### src/hdl/mlo_pkg.sv
`default_nettype none

package mlo_pkg;

   // Word and field widths
   localparam int REQ_W      = 32;
   localparam int RSP_W      = 80;
   localparam int POS_W      = 16;
   localparam int DELTA_W    = POS_W + 1;
   localparam int SENS_W     = 16;
   localparam int PLIM_W     = 14;
   localparam int ACC_W      = 24;
   localparam int PROD_W     = DELTA_W + SENS_W;
   localparam int Q14_W      = 16;
   localparam int BLEND_W    = 2 * Q14_W;
   localparam int CSR_IDX_W  = 8;
   localparam int CSR_DATA_W = 16;

   // Rotation unit: Q2.30 datapath with two guard bits, up to 24 steps
   localparam int CORDIC_STEPS = 16;
   localparam int IT_W         = 5;
   localparam int CW           = 34;
   localparam logic signed [CW-1:0] GAIN_Q30 = CW'(652032874);
   localparam int ONE_Q14      = 16384;

   // Register indexes and reset values
   localparam logic [CSR_IDX_W-1:0] CSR_SENS = CSR_IDX_W'(0);
   localparam logic [CSR_IDX_W-1:0] CSR_PLIM = CSR_IDX_W'(1);
   localparam logic [SENS_W-1:0]    SENS_RESET = SENS_W'(4660);
   localparam logic [PLIM_W-1:0]    PLIM_RESET = PLIM_W'(16202);
   localparam logic [ACC_W-1:0]     YAW_RESET  = 24'hC00000;

   typedef enum logic [3:0] {
      ST_IDLE,
      ST_SCALE,
      ST_ACCUM,
      ST_CLAMP,
      ST_ROT_YAW,
      ST_SAVE_YAW,
      ST_ROT_PITCH,
      ST_SAVE_PITCH,
      ST_BLEND,
      ST_DONE
   } state_type;

   // Arctangent of 2^-i, 2^32 per turn
   function automatic logic [31:0] atan_lut(input logic [IT_W-1:0] idx);
      logic [31:0] r;
      case (idx)
         5'd0:    r = 32'h20000000;
         5'd1:    r = 32'h12E4051E;
         5'd2:    r = 32'h09FB385B;
         5'd3:    r = 32'h051111D4;
         5'd4:    r = 32'h028B0D43;
         5'd5:    r = 32'h0145D7E1;
         5'd6:    r = 32'h00A2F61E;
         5'd7:    r = 32'h00517C55;
         5'd8:    r = 32'h0028BE53;
         5'd9:    r = 32'h00145F2E;
         5'd10:   r = 32'h000A2F98;
         5'd11:   r = 32'h000517CC;
         5'd12:   r = 32'h00028BE6;
         5'd13:   r = 32'h000145F3;
         5'd14:   r = 32'h0000A2F9;
         5'd15:   r = 32'h0000517C;
         5'd16:   r = 32'h000028BE;
         5'd17:   r = 32'h0000145F;
         5'd18:   r = 32'h00000A2F;
         5'd19:   r = 32'h00000517;
         5'd20:   r = 32'h0000028B;
         5'd21:   r = 32'h00000145;
         5'd22:   r = 32'h000000A2;
         5'd23:   r = 32'h00000051;
         default: r = 32'h00000000;
      endcase
      return r;
   endfunction

   // Fold an accumulator angle into [-90, 90) degrees; top bit flags the fold
   function automatic logic [CW:0] fold_angle(input logic [ACC_W-1:0] acc);
      logic        flip;
      logic [31:0] ang;
      flip = acc[ACC_W-1] ^ acc[ACC_W-2];
      ang  = {acc[ACC_W-1] ^ flip, acc[ACC_W-2:0], 8'h00};
      return {flip, CW'(signed'(ang))};
   endfunction

   // Round Q2.30 to Q1.14, negating first when folded, then saturate
   function automatic logic [Q14_W-1:0] round_q30(input logic signed [CW-1:0] v,
                                                  input logic flip);
      logic signed [CW-1:0] t;
      logic signed [CW-1:0] s;
      logic signed [CW-1:0] r;
      t = (flip ? -v : v) + CW'(32768);
      s = t >>> 16;
      if (s > CW'(ONE_Q14))
         r = CW'(ONE_Q14);
      else if (s < -CW'(ONE_Q14))
         r = -CW'(ONE_Q14);
      else
         r = s;
      return r[Q14_W-1:0];
   endfunction

   // Round a Q2.28 product to Q1.14 and saturate
   function automatic logic [Q14_W-1:0] round_q28(input logic signed [BLEND_W-1:0] v);
      logic signed [BLEND_W-1:0] t;
      logic signed [BLEND_W-1:0] s;
      logic signed [BLEND_W-1:0] r;
      t = v + BLEND_W'(8192);
      s = t >>> 14;
      if (s > BLEND_W'(ONE_Q14))
         r = BLEND_W'(ONE_Q14);
      else if (s < -BLEND_W'(ONE_Q14))
         r = -BLEND_W'(ONE_Q14);
      else
         r = s;
      return r[Q14_W-1:0];
   endfunction

endpackage

`default_nettype wire

### src/hdl/mouse_look_orientation.sv
`default_nettype none

// Channel  Direction  Words                       Payload
// req      in         one cursor position         tdata: x_pos[15:0], y_pos[31:16]
// rsp      out        one view direction          tdata: front_x, front_y, front_z,
//                                                 yaw_angle, pitch_angle (16 bits each)
// csr      in         one register write          index 0 sensitivity, 1 pitch_limit
//
// Per item, bit-serial steps scale the deltas, the shared rotation unit runs once
// for yaw and once for pitch, and bit-serial steps form the two cosine products;
// a new position is taken only once the result has gone to the result register.
// Reset is synchronous; it restores the register defaults and awaits a first sample.
// The result register holds while rsp_tready is low; the next position is taken
// meanwhile and the block stalls only when a new result is ready and the old one waits.

module mouse_look_orientation (
   input  wire logic                            clock,
   input  wire logic                            reset,
   input  wire logic                            req_tvalid,
   output logic                                 req_tready,
   input  wire logic [mlo_pkg::REQ_W-1:0]       req_tdata,   // x_pos, y_pos
   output logic                                 rsp_tvalid,
   input  wire logic                            rsp_tready,
   output logic [mlo_pkg::RSP_W-1:0]            rsp_tdata,   // front_x, front_y,
                                                             // front_z, yaw_angle,
                                                             // pitch_angle
   input  wire logic                            csr_valid,
   output logic                                 csr_ready,
   input  wire logic [mlo_pkg::CSR_IDX_W-1:0]   csr_index,
   input  wire logic [mlo_pkg::CSR_DATA_W-1:0]  csr_data
);
   import mlo_pkg::*;

   state_type state_ff, state_in;

   logic [SENS_W-1:0]         sens_ff, sens_in;
   logic [PLIM_W-1:0]         plim_ff, plim_in;
   logic                      first_ff, first_in;
   logic [POS_W-1:0]          last_x_ff, last_x_in;
   logic [POS_W-1:0]          last_y_ff, last_y_in;
   logic [ACC_W-1:0]          yaw_ff, yaw_in;
   logic [ACC_W-1:0]          pitch_ff, pitch_in;
   logic [Q14_W-1:0]          pitch_out_ff, pitch_out_in;

   logic [IT_W-1:0]           it_ff, it_in;
   logic [SENS_W-1:0]         digit_ff, digit_in;
   logic signed [DELTA_W-1:0] dx_ff, dx_in, dy_ff, dy_in;
   logic signed [PROD_W-1:0]  prod_x_ff, prod_x_in, prod_y_ff, prod_y_in;
   logic signed [CW-1:0]      psum_ff, psum_in;

   logic signed [CW-1:0]      cx_ff, cx_in, cy_ff, cy_in, cz_ff, cz_in;
   logic                      flip_ff, flip_in;

   logic [Q14_W-1:0]          cos_yaw_ff, cos_yaw_in, sin_yaw_ff, sin_yaw_in;
   logic [Q14_W-1:0]          cos_pitch_ff, cos_pitch_in, sin_pitch_ff, sin_pitch_in;
   logic signed [BLEND_W-1:0] bx_ff, bx_in, bz_ff, bz_in;

   logic                      rsp_valid_ff, rsp_valid_in;
   logic [RSP_W-1:0]          rsp_data_ff, rsp_data_in;

   logic signed [DELTA_W-1:0] x_new, y_new, x_old, y_old;
   logic signed [CW-1:0]      xs, ys, at, lim, psat;
   logic [CW:0]               folded;
   logic signed [BLEND_W-1:0] by, bs, bc, tx, tz;
   logic signed [PROD_W-1:0]  tdx, tdy;

   assign req_tready = (state_ff == ST_IDLE);
   assign csr_ready  = 1'b1;
   assign rsp_tvalid = rsp_valid_ff;
   assign rsp_tdata  = rsp_data_ff;

   // Next state and datapath
   always_comb begin
      state_in     = state_ff;
      sens_in      = sens_ff;
      plim_in      = plim_ff;
      first_in     = first_ff;
      last_x_in    = last_x_ff;
      last_y_in    = last_y_ff;
      yaw_in       = yaw_ff;
      pitch_in     = pitch_ff;
      pitch_out_in = pitch_out_ff;
      it_in        = it_ff;
      digit_in     = digit_ff;
      dx_in        = dx_ff;
      dy_in        = dy_ff;
      prod_x_in    = prod_x_ff;
      prod_y_in    = prod_y_ff;
      psum_in      = psum_ff;
      cx_in        = cx_ff;
      cy_in        = cy_ff;
      cz_in        = cz_ff;
      flip_in      = flip_ff;
      cos_yaw_in   = cos_yaw_ff;
      sin_yaw_in   = sin_yaw_ff;
      cos_pitch_in = cos_pitch_ff;
      sin_pitch_in = sin_pitch_ff;
      bx_in        = bx_ff;
      bz_in        = bz_ff;
      rsp_valid_in = rsp_valid_ff;
      rsp_data_in  = rsp_data_ff;

      // Deltas against the previous position; the first sample is its own reference
      x_new = DELTA_W'(signed'(req_tdata[POS_W-1:0]));
      y_new = DELTA_W'(signed'(req_tdata[2*POS_W-1:POS_W]));
      x_old = first_ff ? x_new : DELTA_W'(signed'(last_x_ff));
      y_old = first_ff ? y_new : DELTA_W'(signed'(last_y_ff));

      // Sensitivity digit, most significant first
      tdx = digit_ff[SENS_W-1] ? PROD_W'(dx_ff) : '0;
      tdy = digit_ff[SENS_W-1] ? PROD_W'(dy_ff) : '0;

      // One rotation step
      xs = cx_ff >>> it_ff;
      ys = cy_ff >>> it_ff;
      at = CW'(atan_lut(it_ff));

      // Pitch clamp
      lim = CW'({plim_ff, 8'h00});
      if (psum_ff > lim)
         psat = lim;
      else if (psum_ff < -lim)
         psat = -lim;
      else
         psat = psum_ff;

      folded = fold_angle(yaw_ff);

      // Cosine-of-pitch digit; the sign digit carries negative weight
      by = BLEND_W'(signed'(cos_pitch_ff));
      bc = BLEND_W'(signed'(cos_yaw_ff));
      bs = BLEND_W'(signed'(sin_yaw_ff));
      tx = by[BLEND_W-1 - it_ff] ? bc : '0;
      tz = by[BLEND_W-1 - it_ff] ? bs : '0;

      // Drop the result once taken
      if (rsp_tready)
         rsp_valid_in = 1'b0;

      // Register writes
      if (csr_valid) begin
         case (csr_index)
            CSR_SENS: sens_in = csr_data[SENS_W-1:0];
            CSR_PLIM: plim_in = csr_data[PLIM_W-1:0];
            default:  ;
         endcase
      end

      case (state_ff)
         ST_IDLE: begin
            if (req_tvalid) begin
               dx_in     = x_new - x_old;
               dy_in     = y_old - y_new;
               last_x_in = req_tdata[POS_W-1:0];
               last_y_in = req_tdata[2*POS_W-1:POS_W];
               first_in  = 1'b0;
               digit_in  = sens_ff;
               prod_x_in = '0;
               prod_y_in = '0;
               it_in     = '0;
               state_in  = ST_SCALE;
            end
         end
         ST_SCALE: begin
            prod_x_in = (prod_x_ff <<< 1) + tdx;
            prod_y_in = (prod_y_ff <<< 1) + tdy;
            digit_in  = digit_ff << 1;
            it_in     = it_ff + IT_W'(1);
            if (it_ff == IT_W'(SENS_W - 1))
               state_in = ST_ACCUM;
         end
         ST_ACCUM: begin
            yaw_in   = yaw_ff + prod_x_ff[ACC_W-1:0];
            psum_in  = CW'(signed'(pitch_ff)) + CW'(prod_y_ff);
            state_in = ST_CLAMP;
         end
         ST_CLAMP: begin
            pitch_in     = psat[ACC_W-1:0];
            pitch_out_in = psat[Q14_W+7:8];
            flip_in      = folded[CW];
            cz_in        = folded[CW-1:0];
            cx_in        = GAIN_Q30;
            cy_in        = '0;
            it_in        = '0;
            state_in     = ST_ROT_YAW;
         end
         ST_ROT_YAW, ST_ROT_PITCH: begin
            if (!cz_ff[CW-1]) begin
               cx_in = cx_ff - ys;
               cy_in = cy_ff + xs;
               cz_in = cz_ff - at;
            end else begin
               cx_in = cx_ff + ys;
               cy_in = cy_ff - xs;
               cz_in = cz_ff + at;
            end
            it_in = it_ff + IT_W'(1);
            if (it_ff == IT_W'(CORDIC_STEPS - 1))
               state_in = (state_ff == ST_ROT_YAW) ? ST_SAVE_YAW : ST_SAVE_PITCH;
         end
         ST_SAVE_YAW: begin
            cos_yaw_in = round_q30(cx_ff, flip_ff);
            sin_yaw_in = round_q30(cy_ff, flip_ff);
            folded     = fold_angle(pitch_ff);
            flip_in    = folded[CW];
            cz_in      = folded[CW-1:0];
            cx_in      = GAIN_Q30;
            cy_in      = '0;
            it_in      = '0;
            state_in   = ST_ROT_PITCH;
         end
         ST_SAVE_PITCH: begin
            cos_pitch_in = round_q30(cx_ff, flip_ff);
            sin_pitch_in = round_q30(cy_ff, flip_ff);
            bx_in        = '0;
            bz_in        = '0;
            it_in        = IT_W'(BLEND_W - Q14_W);
            state_in     = ST_BLEND;
         end
         ST_BLEND: begin
            if (it_ff == IT_W'(BLEND_W - Q14_W)) begin
               bx_in = (bx_ff <<< 1) - tx;
               bz_in = (bz_ff <<< 1) - tz;
            end else begin
               bx_in = (bx_ff <<< 1) + tx;
               bz_in = (bz_ff <<< 1) + tz;
            end
            it_in = it_ff + IT_W'(1);
            if (it_ff == IT_W'(BLEND_W - 1))
               state_in = ST_DONE;
         end
         ST_DONE: begin
            if (!rsp_valid_ff || rsp_tready) begin
               rsp_valid_in = 1'b1;
               rsp_data_in  = {pitch_out_ff, yaw_ff[ACC_W-1:8], round_q28(bz_ff),
                               sin_pitch_ff, round_q28(bx_ff)};
               state_in     = ST_IDLE;
            end
         end
         default: state_in = ST_IDLE;
      endcase
   end

   // Control state
   always_ff @(posedge clock) begin
      if (reset) begin
         state_ff     <= ST_IDLE;
         sens_ff      <= SENS_RESET;
         plim_ff      <= PLIM_RESET;
         first_ff     <= 1'b1;
         last_x_ff    <= '0;
         last_y_ff    <= '0;
         yaw_ff       <= YAW_RESET;
         pitch_ff     <= '0;
         rsp_valid_ff <= 1'b0;
         it_ff        <= '0;
      end else begin
         state_ff     <= state_in;
         sens_ff      <= sens_in;
         plim_ff      <= plim_in;
         first_ff     <= first_in;
         last_x_ff    <= last_x_in;
         last_y_ff    <= last_y_in;
         yaw_ff       <= yaw_in;
         pitch_ff     <= pitch_in;
         rsp_valid_ff <= rsp_valid_in;
         it_ff        <= it_in;
      end
   end

   // Payload
   always_ff @(posedge clock) begin
      pitch_out_ff <= pitch_out_in;
      digit_ff     <= digit_in;
      dx_ff        <= dx_in;
      dy_ff        <= dy_in;
      prod_x_ff    <= prod_x_in;
      prod_y_ff    <= prod_y_in;
      psum_ff      <= psum_in;
      cx_ff        <= cx_in;
      cy_ff        <= cy_in;
      cz_ff        <= cz_in;
      flip_ff      <= flip_in;
      cos_yaw_ff   <= cos_yaw_in;
      sin_yaw_ff   <= sin_yaw_in;
      cos_pitch_ff <= cos_pitch_in;
      sin_pitch_ff <= sin_pitch_in;
      bx_ff        <= bx_in;
      bz_ff        <= bz_in;
      rsp_data_ff  <= rsp_data_in;
   end

endmodule

`default_nettype wire
### config.mk
export PLATFORM = sky130hd
export DESIGN_NAME = mouse_look_orientation
export DESIGN_NICKNAME = d
export VERILOG_FILES = /design/src/hdl/mlo_pkg.sv /design/src/hdl/mouse_look_orientation.sv
export SDC_FILE = /design/constraint.sdc
export NUM_CORES = 2
export LEC_CHECK = 0
export BUFFER_PORTS_ARGS = -buffer_cell sky130_fd_sc_hd__clkbuf_2
export CAP_MARGIN = 10
export CORE_AREA = 3 3 310 312
export DETAILED_ROUTE_END_ITERATION = 16
export DIE_AREA = 0 0 313 315
export PLACE_DENSITY_LB_ADDON = 0.15
export SLEW_MARGIN = 20
export SYNTH_ARGS = -nofsm -noshare
export SYNTH_HDL_FRONTEND = slang
export SYNTH_SLANG_ARGS = --single-unit
### constraint.sdc
create_clock -name clock -period 17 [get_ports clock]
set_input_delay 3.4 -clock clock [delete_from_list [all_inputs] [get_ports clock]]
set_output_delay 3.4 -clock clock [all_outputs]
set_load 0.02 [all_outputs]
Word level (Yosys, flattened, before mapping)

Memory sizes are Yosys's and may differ from the RTL's. A register that Yosys moved wholly into a read port is not among the register bits.
Index checks and enable logic that the tools add are counted.

Word-level logic and storage cells: 163
Bits in read-only memories: 960
Memories kept: 1
Register bits: 589
Output and inout port bits: 83

Memories:

| name            | words | width | rd ports | clocked after Yosys merged registers in | wr ports | RTL line      | RTL |
|---|---|---|---|---|---|---|---|
| (no name shown) | 32    | 30    | 1        | 1                                       | 0        | mlo_pkg.sv:49 | `case (idx)` |

Reductions and logical operators: 22
Add/subtract/negate cells: 25
Multiplexer cells: 48
Equal/unequal tests: 18
Magnitude comparators: 11
Shift operators: 2
Bitwise operators: 4

Operators by type and width:

| kind                                                                            | count |
|---|---|
| 34-bit 2-to-1 mux                                                               | 5 |
| 34-bit case mux with 2 select lines                                             | 2 |
| 32-bit 2-to-1 mux                                                               | 4 |
| 32-bit case mux with 2 select lines                                             | 2 |
| 16-bit 2-to-1 mux                                                               | 7 |
| 34-bit case mux with 3 select lines                                             | 1 |
| 18-bit by 16-bit > comparator with 1-bit output (second input constant)         | 4 |
| 18-bit by 15-bit less-than comparator with 1-bit output (second input constant) | 4 |
| 24-bit 2-to-1 mux                                                               | 3 |
| 34-bit by 17-bit adder with 34-bit output (second input constant)               | 2 |
| 34-bit adder                                                                    | 2 |
| 34-bit negation                                                                 | 2 |
| 34-bit by 5-bit >>> shifter with 34-bit output                                  | 2 |
| 34-bit subtractor                                                               | 2 |
| 33-bit 2-to-1 mux                                                               | 2 |
| 33-bit case mux with 2 select lines                                             | 1 |
| 32-bit by 15-bit adder with 32-bit output (second input constant)               | 2 |
| 32-bit adder                                                                    | 2 |
| 32-bit subtractor                                                               | 2 |
| 24-bit adder                                                                    | 2 |
| 24-bit case mux with 2 select lines                                             | 1 |
| 4-bit case mux with 9 select lines                                              | 1 |
| 24-bit by 33-bit adder with 34-bit output                                       | 1 |
| 34-bit by 33-bit adder with 34-bit output                                       | 1 |
| 39 further kinds                                                                | 73 |

Logic depth before layout (Yosys ltp)

Word-level depth: 7
Depth in mapped cells: 29

Worst setup path before layout

Ideal clock, no wire load.

Path kind: input to register
From: input port rsp_tready
To: register rsp_data_ff[0], in the netlist rsp_tdata[0], enable pin
Setup slack: 7.504 ns
Data required time: 16.384 ns
Cell stages on the path: 2
Data arrival time: 8.879 ns
Cells stage by stage: nor2b_1 -> nor3_1

Longest elaborated chain between the ends: 2

Ends and longest elaborated chain:

| what                          | RTL line                      | RTL |
|---|---|---|
| start: declaration            | mouse_look_orientation.sv:23  | `input wire logic rsp_tready,` |
| 1-bit logical OR              | mouse_look_orientation.sv:233 | `if (!rsp_valid_ff \|\| rsp_tready) begin` |
| 2-bit AND reduction (no line) | -                             |  |
| end signal: assignment        | mouse_look_orientation.sv:290 | `rsp_data_ff <= rsp_data_in;` |
| end: declaration              | mouse_look_orientation.sv:59  | `logic [RSP_W-1:0] rsp_data_ff, rsp_data_in;` |

No other way between the ends.
A chain may end at the register's enable or synchronous reset.

Final worst setup path

From: register it_ff[1]
To: register cx_ff[33] (data pin)

Longest elaborated chain between the ends: 4
Elaborated cells on any way between the ends: 5

Ends and longest elaborated chain:

| what                                                     | RTL line                                                     | RTL |
|---|---|---|
| start: declaration                                       | mouse_look_orientation.sv:45                                 | `logic [IT_W-1:0] it_ff, it_in;` |
| start signal: assignment                                 | mouse_look_orientation.sv:267                                | `it_ff <= it_in;` |
| 34-bit by 5-bit >>> shifter with 34-bit output (*)       | mouse_look_orientation.sv:115                                | `ys = cy_ff >>> it_ff;` |
| 34-bit subtractor / 34-bit adder (equally long branches) | mouse_look_orientation.sv:189, mouse_look_orientation.sv:193 |  |
| 34-bit 2-to-1 mux (*)                                    | mouse_look_orientation.sv:188                                | `if (!cz_ff[CW-1]) begin` |
| 34-bit case mux with 2 select lines (*)                  | mouse_look_orientation.sv:149                                | `case (state_ff)` |
| end signal: assignment                                   | mouse_look_orientation.sv:280                                | `cx_ff <= cx_in;` |
| end: declaration                                         | mouse_look_orientation.sv:51                                 | `logic signed [CW-1:0] cx_ff, cx_in, cy_ff, cy_in, cz_ff, cz_in;` |

Every way passes the cells marked *; elsewhere a longest branch is shown, timed or not.

==> flow_results.xml <==
<?xml version="1.0" encoding="UTF-8"?>
<metrics>
  <group name="grt">
    <metric name="grt_pass1_wl" unit="um">222000</metric>
    <metric name="grtUsageTotal" unit="%">27.6</metric>
    <metric name="grt_antenna_before_repair" unit="">0</metric>
    <metric name="grt_max_degree" unit="">81</metric>
    <metric name="grt.overflow.total" unit="">0</metric>
    <metric name="via_count_of_the_first_global_routing_pass" unit="">41426</metric>
  </group>
  <group name="floorplanning">
    <metric name="row_count" unit="">112</metric>
    <metric name="die_height" unit="um">315</metric>
    <metric name="die_area" unit="um2">98600</metric>
    <metric name="pin_count" unit="">144</metric>
    <metric name="core-area" unit="um2">93300</metric>
    <metric name="die_w" unit="um">313</metric>
    <metric name="floorplan.initialDensity" unit="%">55.0</metric>
  </group>
  <group name="layout">
    <metric name="finish.net_count" unit="">6260</metric>
    <metric name="area_delta_synth_final" unit="%">7.58</metric>
    <metric name="sequential_cell_area" unit="um2">17100</metric>
    <metric name="drive_above_1_share" unit="%">8.68</metric>
    <metric name="multiInputGateArea" unit="um2">32000</metric>
    <metric name="fillerInstances" unit="">8304</metric>
    <metric name="antenna_cells_inserted" unit="">0</metric>
    <metric name="fin_area" unit="um2">55200</metric>
  </group>
  <group name="place">
    <metric name="postPlaceCellArea" unit="um2">52700</metric>
    <metric name="globalplace.congestion" unit="">0.964</metric>
    <metric name="numPortBuffers" unit="">142</metric>
    <metric name="dp_hpwl" unit="um">101000</metric>
    <metric name="place_worst_setup_slack" unit="ps">9470</metric>
  </group>
  <group name="setup_path">
    <metric name="rr_startpoint" unit="">it_ff[1]$_SDFFE_PP0P_</metric>
    <metric name="crit_family" unit="">compound AO/OA/AOI/OAI gates</metric>
    <metric name="worst-endpoint-required" unit="ps">17370</metric>
    <metric name="ff2ff_setup_slack" unit="ps">9360</metric>
    <metric name="launch_point_of_the_critical_path" unit="">it_ff[1]$_SDFFE_PP0P_</metric>
    <metric name="cp-end-kind" unit="">flop</metric>
    <metric name="cp-start-kind" unit="">flop</metric>
    <metric name="crit_top_cell" unit="">sky130_fd_sc_hd__a21oi_1</metric>
    <metric name="cp_cell_sequence" unit="">buf_4, mux4_2, mux2_2, mux2i_1, o22ai_1, nor4b_1, nand2_1, nor3_2, and2_1, a211oi_1, a31oi_1, o21ai_0, ha_1, a21o_1, a21oi_1, o21bai_1, a21oi_1, a21bo_2, a21o_1, or4_1, a2111oi_0, or3_1, a21oi_1</metric>
    <metric name="worstPathArrival" unit="ps">8020</metric>
    <metric name="timing.critical_path.slowest_cell_delay" unit="ps">840</metric>
    <metric name="crit-reg2reg-capture" unit="">cx_ff[33]$_SDFFCE_PP0P_</metric>
    <metric name="worst-setup-path-type" unit="">reg2reg</metric>
    <metric name="timing.reg2reg.worst_path_depth" unit="">23</metric>
    <metric name="timing.critical_path.to" unit="">cx_ff[33]$_SDFFCE_PP0P_</metric>
    <metric name="timing.critical_path.fanout_max" unit="">67</metric>
    <metric name="critical_path_buf_inv_count" unit="">1</metric>
    <metric name="critical_path.slowest_cell" unit="">sky130_fd_sc_hd__buf_4</metric>
    <metric name="critical_path_cell_count" unit="">23</metric>
  </group>
  <group name="pwr">
    <metric name="cellLeakagePower" unit="nW">22.4</metric>
    <metric name="post-layout-total-power" unit="W">0.00787</metric>
    <metric name="vdd_drop_max" unit="uV">120</metric>
    <metric name="power_density" unit="nW/um2">143</metric>
  </group>
  <group name="sta">
    <metric name="tns" unit="ps">0</metric>
    <metric name="rsz_0062_raised_after_global_routing" unit="">false</metric>
    <metric name="min_period" unit="ps">7640</metric>
    <metric name="max_clock_freq" unit="MHz">131</metric>
    <metric name="finalSetupViolCount" unit="">0</metric>
    <metric name="clock_skew" unit="ps">33.7</metric>
    <metric name="setup_ws" unit="ps">9360</metric>
    <metric name="maxSlewViolCount" unit="">0</metric>
    <metric name="timing_hold_violations_final" unit="">0</metric>
    <metric name="slew-limit-headroom" unit="%">27.6</metric>
    <metric name="finalCritPeriodShare" unit="%">45.0</metric>
    <metric name="worstMarginPinSlew" unit="ps">1080</metric>
  </group>
  <group name="routing">
    <metric name="route.detailed.drc" unit="">0</metric>
    <metric name="detailedRoute.firstPassIterationCount" unit="">6</metric>
    <metric name="final_antenna_net_count" unit="">0</metric>
    <metric name="drt_first_iter_violations" unit="">3796</metric>
    <metric name="detailroute.via_count" unit="">43521</metric>
    <metric name="wire_per_inst" unit="um">19.5</metric>
    <metric name="routed_via_density" unit="">6.14</metric>
    <metric name="total_wirelength_of_the_detailed_routed_design" unit="um">138000</metric>
  </group>
  <group name="clock_tree">
    <metric name="cts-root-to-sink-buffers" unit="">3</metric>
    <metric name="clock_tree.root_cell" unit="">sky130_fd_sc_hd__clkbuf_16</metric>
    <metric name="cts_max_level" unit="">3</metric>
    <metric name="clk_pin_slew" unit="ps">60</metric>
    <metric name="cts-hold-fix-buffers" unit="">0</metric>
    <metric name="worstSkewPairLatency" unit="ps">670</metric>
    <metric name="post-cts-setup-buffers" unit="">0</metric>
    <metric name="tritoncts_num_sinks" unit="">619</metric>
    <metric name="clock_buffers_created_by_tritoncts" unit="">76</metric>
    <metric name="cts_tree" unit="">done</metric>
    <metric name="cts-resized-gates" unit="">0</metric>
  </group>
  <group name="synthesis">
    <metric name="post_synth_edffs" unit="">468</metric>
    <metric name="synthTopCellsByCount" unit="">sky130_fd_sc_hd__nor2_1 (654), sky130_fd_sc_hd__nand2_1 (537), sky130_fd_sc_hd__edfxtp_1 (468), sky130_fd_sc_hd__a21oi_1 (442), sky130_fd_sc_hd__ha_1 (419)</metric>
    <metric name="synth_ff_type" unit="">sky130_fd_sc_hd__edfxtp_1</metric>
    <metric name="synthesis.instances" unit="">5802</metric>
    <metric name="sequential_area_share_after_synthesis" unit="%">33.3</metric>
    <metric name="post_synth_instance_area" unit="um2">51300</metric>
    <metric name="top_area_cells_in_the_synthesized_netlist" unit="">sky130_fd_sc_hd__edfxtp_1 (27%), sky130_fd_sc_hd__ha_1 (10%), sky130_fd_sc_hd__dfxtp_1 (5.9%)</metric>
    <metric name="synth.distinct_cells" unit="">101</metric>
    <metric name="postSynth.asyncResetShare" unit="%">0</metric>
    <metric name="post_synth.cell_area_avg" unit="um2">8.84</metric>
    <metric name="yosys.cell_count.top_type" unit="">sky130_fd_sc_hd__nor2_1</metric>
    <metric name="synth_top_area_share" unit="%">27.4</metric>
    <metric name="synth_area_leader_cell" unit="">sky130_fd_sc_hd__edfxtp_1</metric>
    <metric name="yosys_synthesis_warning_count" unit="">0</metric>
    <metric name="yosys_register_bits" unit="">619</metric>
    <metric name="syn_nets" unit="">6295</metric>
  </group>
  <group name="hold_path">
    <metric name="min_path_cells" unit="">0</metric>
    <metric name="startpoint_of_the_most_critical_hold_path" unit="">sin_pitch_ff[13]$_DFFE_PP_</metric>
    <metric name="path_type_of_the_worst_min_delay_path" unit="">reg2reg</metric>
  </group>
  <group name="outcome">
    <metric name="result_of_the_run" unit="">finished clean</metric>
  </group>
  <group name="flow_run">
    <metric name="number_of_max_capacitance_violations_reported" unit="">0</metric>
  </group>
</metrics>
## layout by cell type (no fill, tap or decap), drive strengths merged, types with 39 or more instances in the layout
cell type | netlist | final
a21o | 130 | 130
nor2 | 654 | 654
nor4 | 46 | 46
nor2b | 85 | 85
and2 | 76 | 76
mux2 | 60 | 60
mux4 | 78 | 78
edfxtp | 468 | 468
o21bai | 52 | 52
buf | 86 | 40
ha | 419 | 419
o211ai | 39 | 39
xnor2 | 232 | 232
dfxtp | 151 | 151
a211oi | 80 | 80
a21oi | 442 | 442
inv | 256 | 261
nand2 | 537 | 537
nand3 | 125 | 125
and3 | 70 | 70
a31oi | 86 | 86
o21a | 53 | 53
o21ai | 283 | 283
nand2b | 76 | 76
mux2i | 104 | 104
or3 | 48 | 48
nor3 | 160 | 160
clkbuf | 209 | 242
xor2 | 181 | 181
## registers in the layout, indices dropped and copies added, names as in the netlist, 17 cells and up
| name | flops |
|---|---|
| bx_ff | 32 |
| yaw_ff | 24 |
| at | 30 |
| pitch_ff | 24 |
| rsp_tdata | 80 |
| cx_ff | 34 |
| psum_ff | 34 |
| prod_y_ff | 33 |
| dx_ff | 17 |
| bz_ff | 32 |
| cy_ff | 34 |
| dy_ff | 17 |
| cz_ff | 34 |
| prod_x_ff | 24 |
## per-stage QoR
step	cells	hold WS (ps)	utilization (%)
floorplan	5802	400	-
global placement	6942	402	56.4
detailed placement	6942	405	56.4
CTS	7084	418	59.1
global route	7085	420	59.1
finish	7085	417	59.1
## worst min path at each step
stage	end	slack, ps
finish	rsp_tdata[29]$_DFFE_PP_	420
global placement	rsp_tdata[30]$_DFFE_PP_	400
detailed placement	rsp_tdata[26]$_DFFE_PP_	400
global route	rsp_tdata[19]$_DFFE_PP_	420
CTS	rsp_tdata[26]$_DFFE_PP_	420
floorplan	rsp_tdata[16]$_DFFE_PP_	400
## worst register-to-register path, delay by kind of cell, from the launching register on
family / cells / cell delay, ps
and+or+nand+nor: 6 / 1910
buffers and inverters: 1 / 860
AOI/OAI and AO/OA: 12 / 2260
adders and majority gates: 1 / 310
muxes: 3 / 1340
DFF: 1 / 660
## where the power goes
group,internal (W),switching [W]
Combinational,0.00162,0.00226
Sequential,0.00207,0.000292
Clock,0.000941,0.000685
Total,0.00463,0.00324
## cells by family after synthesis
group / after synthesis / share of synthesized area [%]
AOI/OAI and AO/OA: 1511 / 19.1
muxes: 242 / 6.84
adders and majority gates: 432 / 10.7
other: 1 / 0.00731
xor gates and xnor gates: 413 / 7.05
DFF: 619 / 33.3
buffers and inverters: 553 / 4.38
and+or+nand+nor: 2031 / 18.6
## per-layer routing
metal / share of wire [%] / track usage [%]
met5: 0 / 0
met4: 3.9 / 11.0
met3: 6.0 / 4.03
met2: 47 / 45.9
met1: 43 / 36.2
## layout make-up
cell class / instances / share of cell area (%)
clock buffers: 100 / 3.79
clock inverters: 42 / 0.748
inverters: 258 / 1.76
multi-input cells: 4630 / 58.1
flip-flops and latches: 619 / 31.0
well taps: 1254 / 2.84
repair buffers: 182 / 1.84
(Power assumes the default switching activity.)
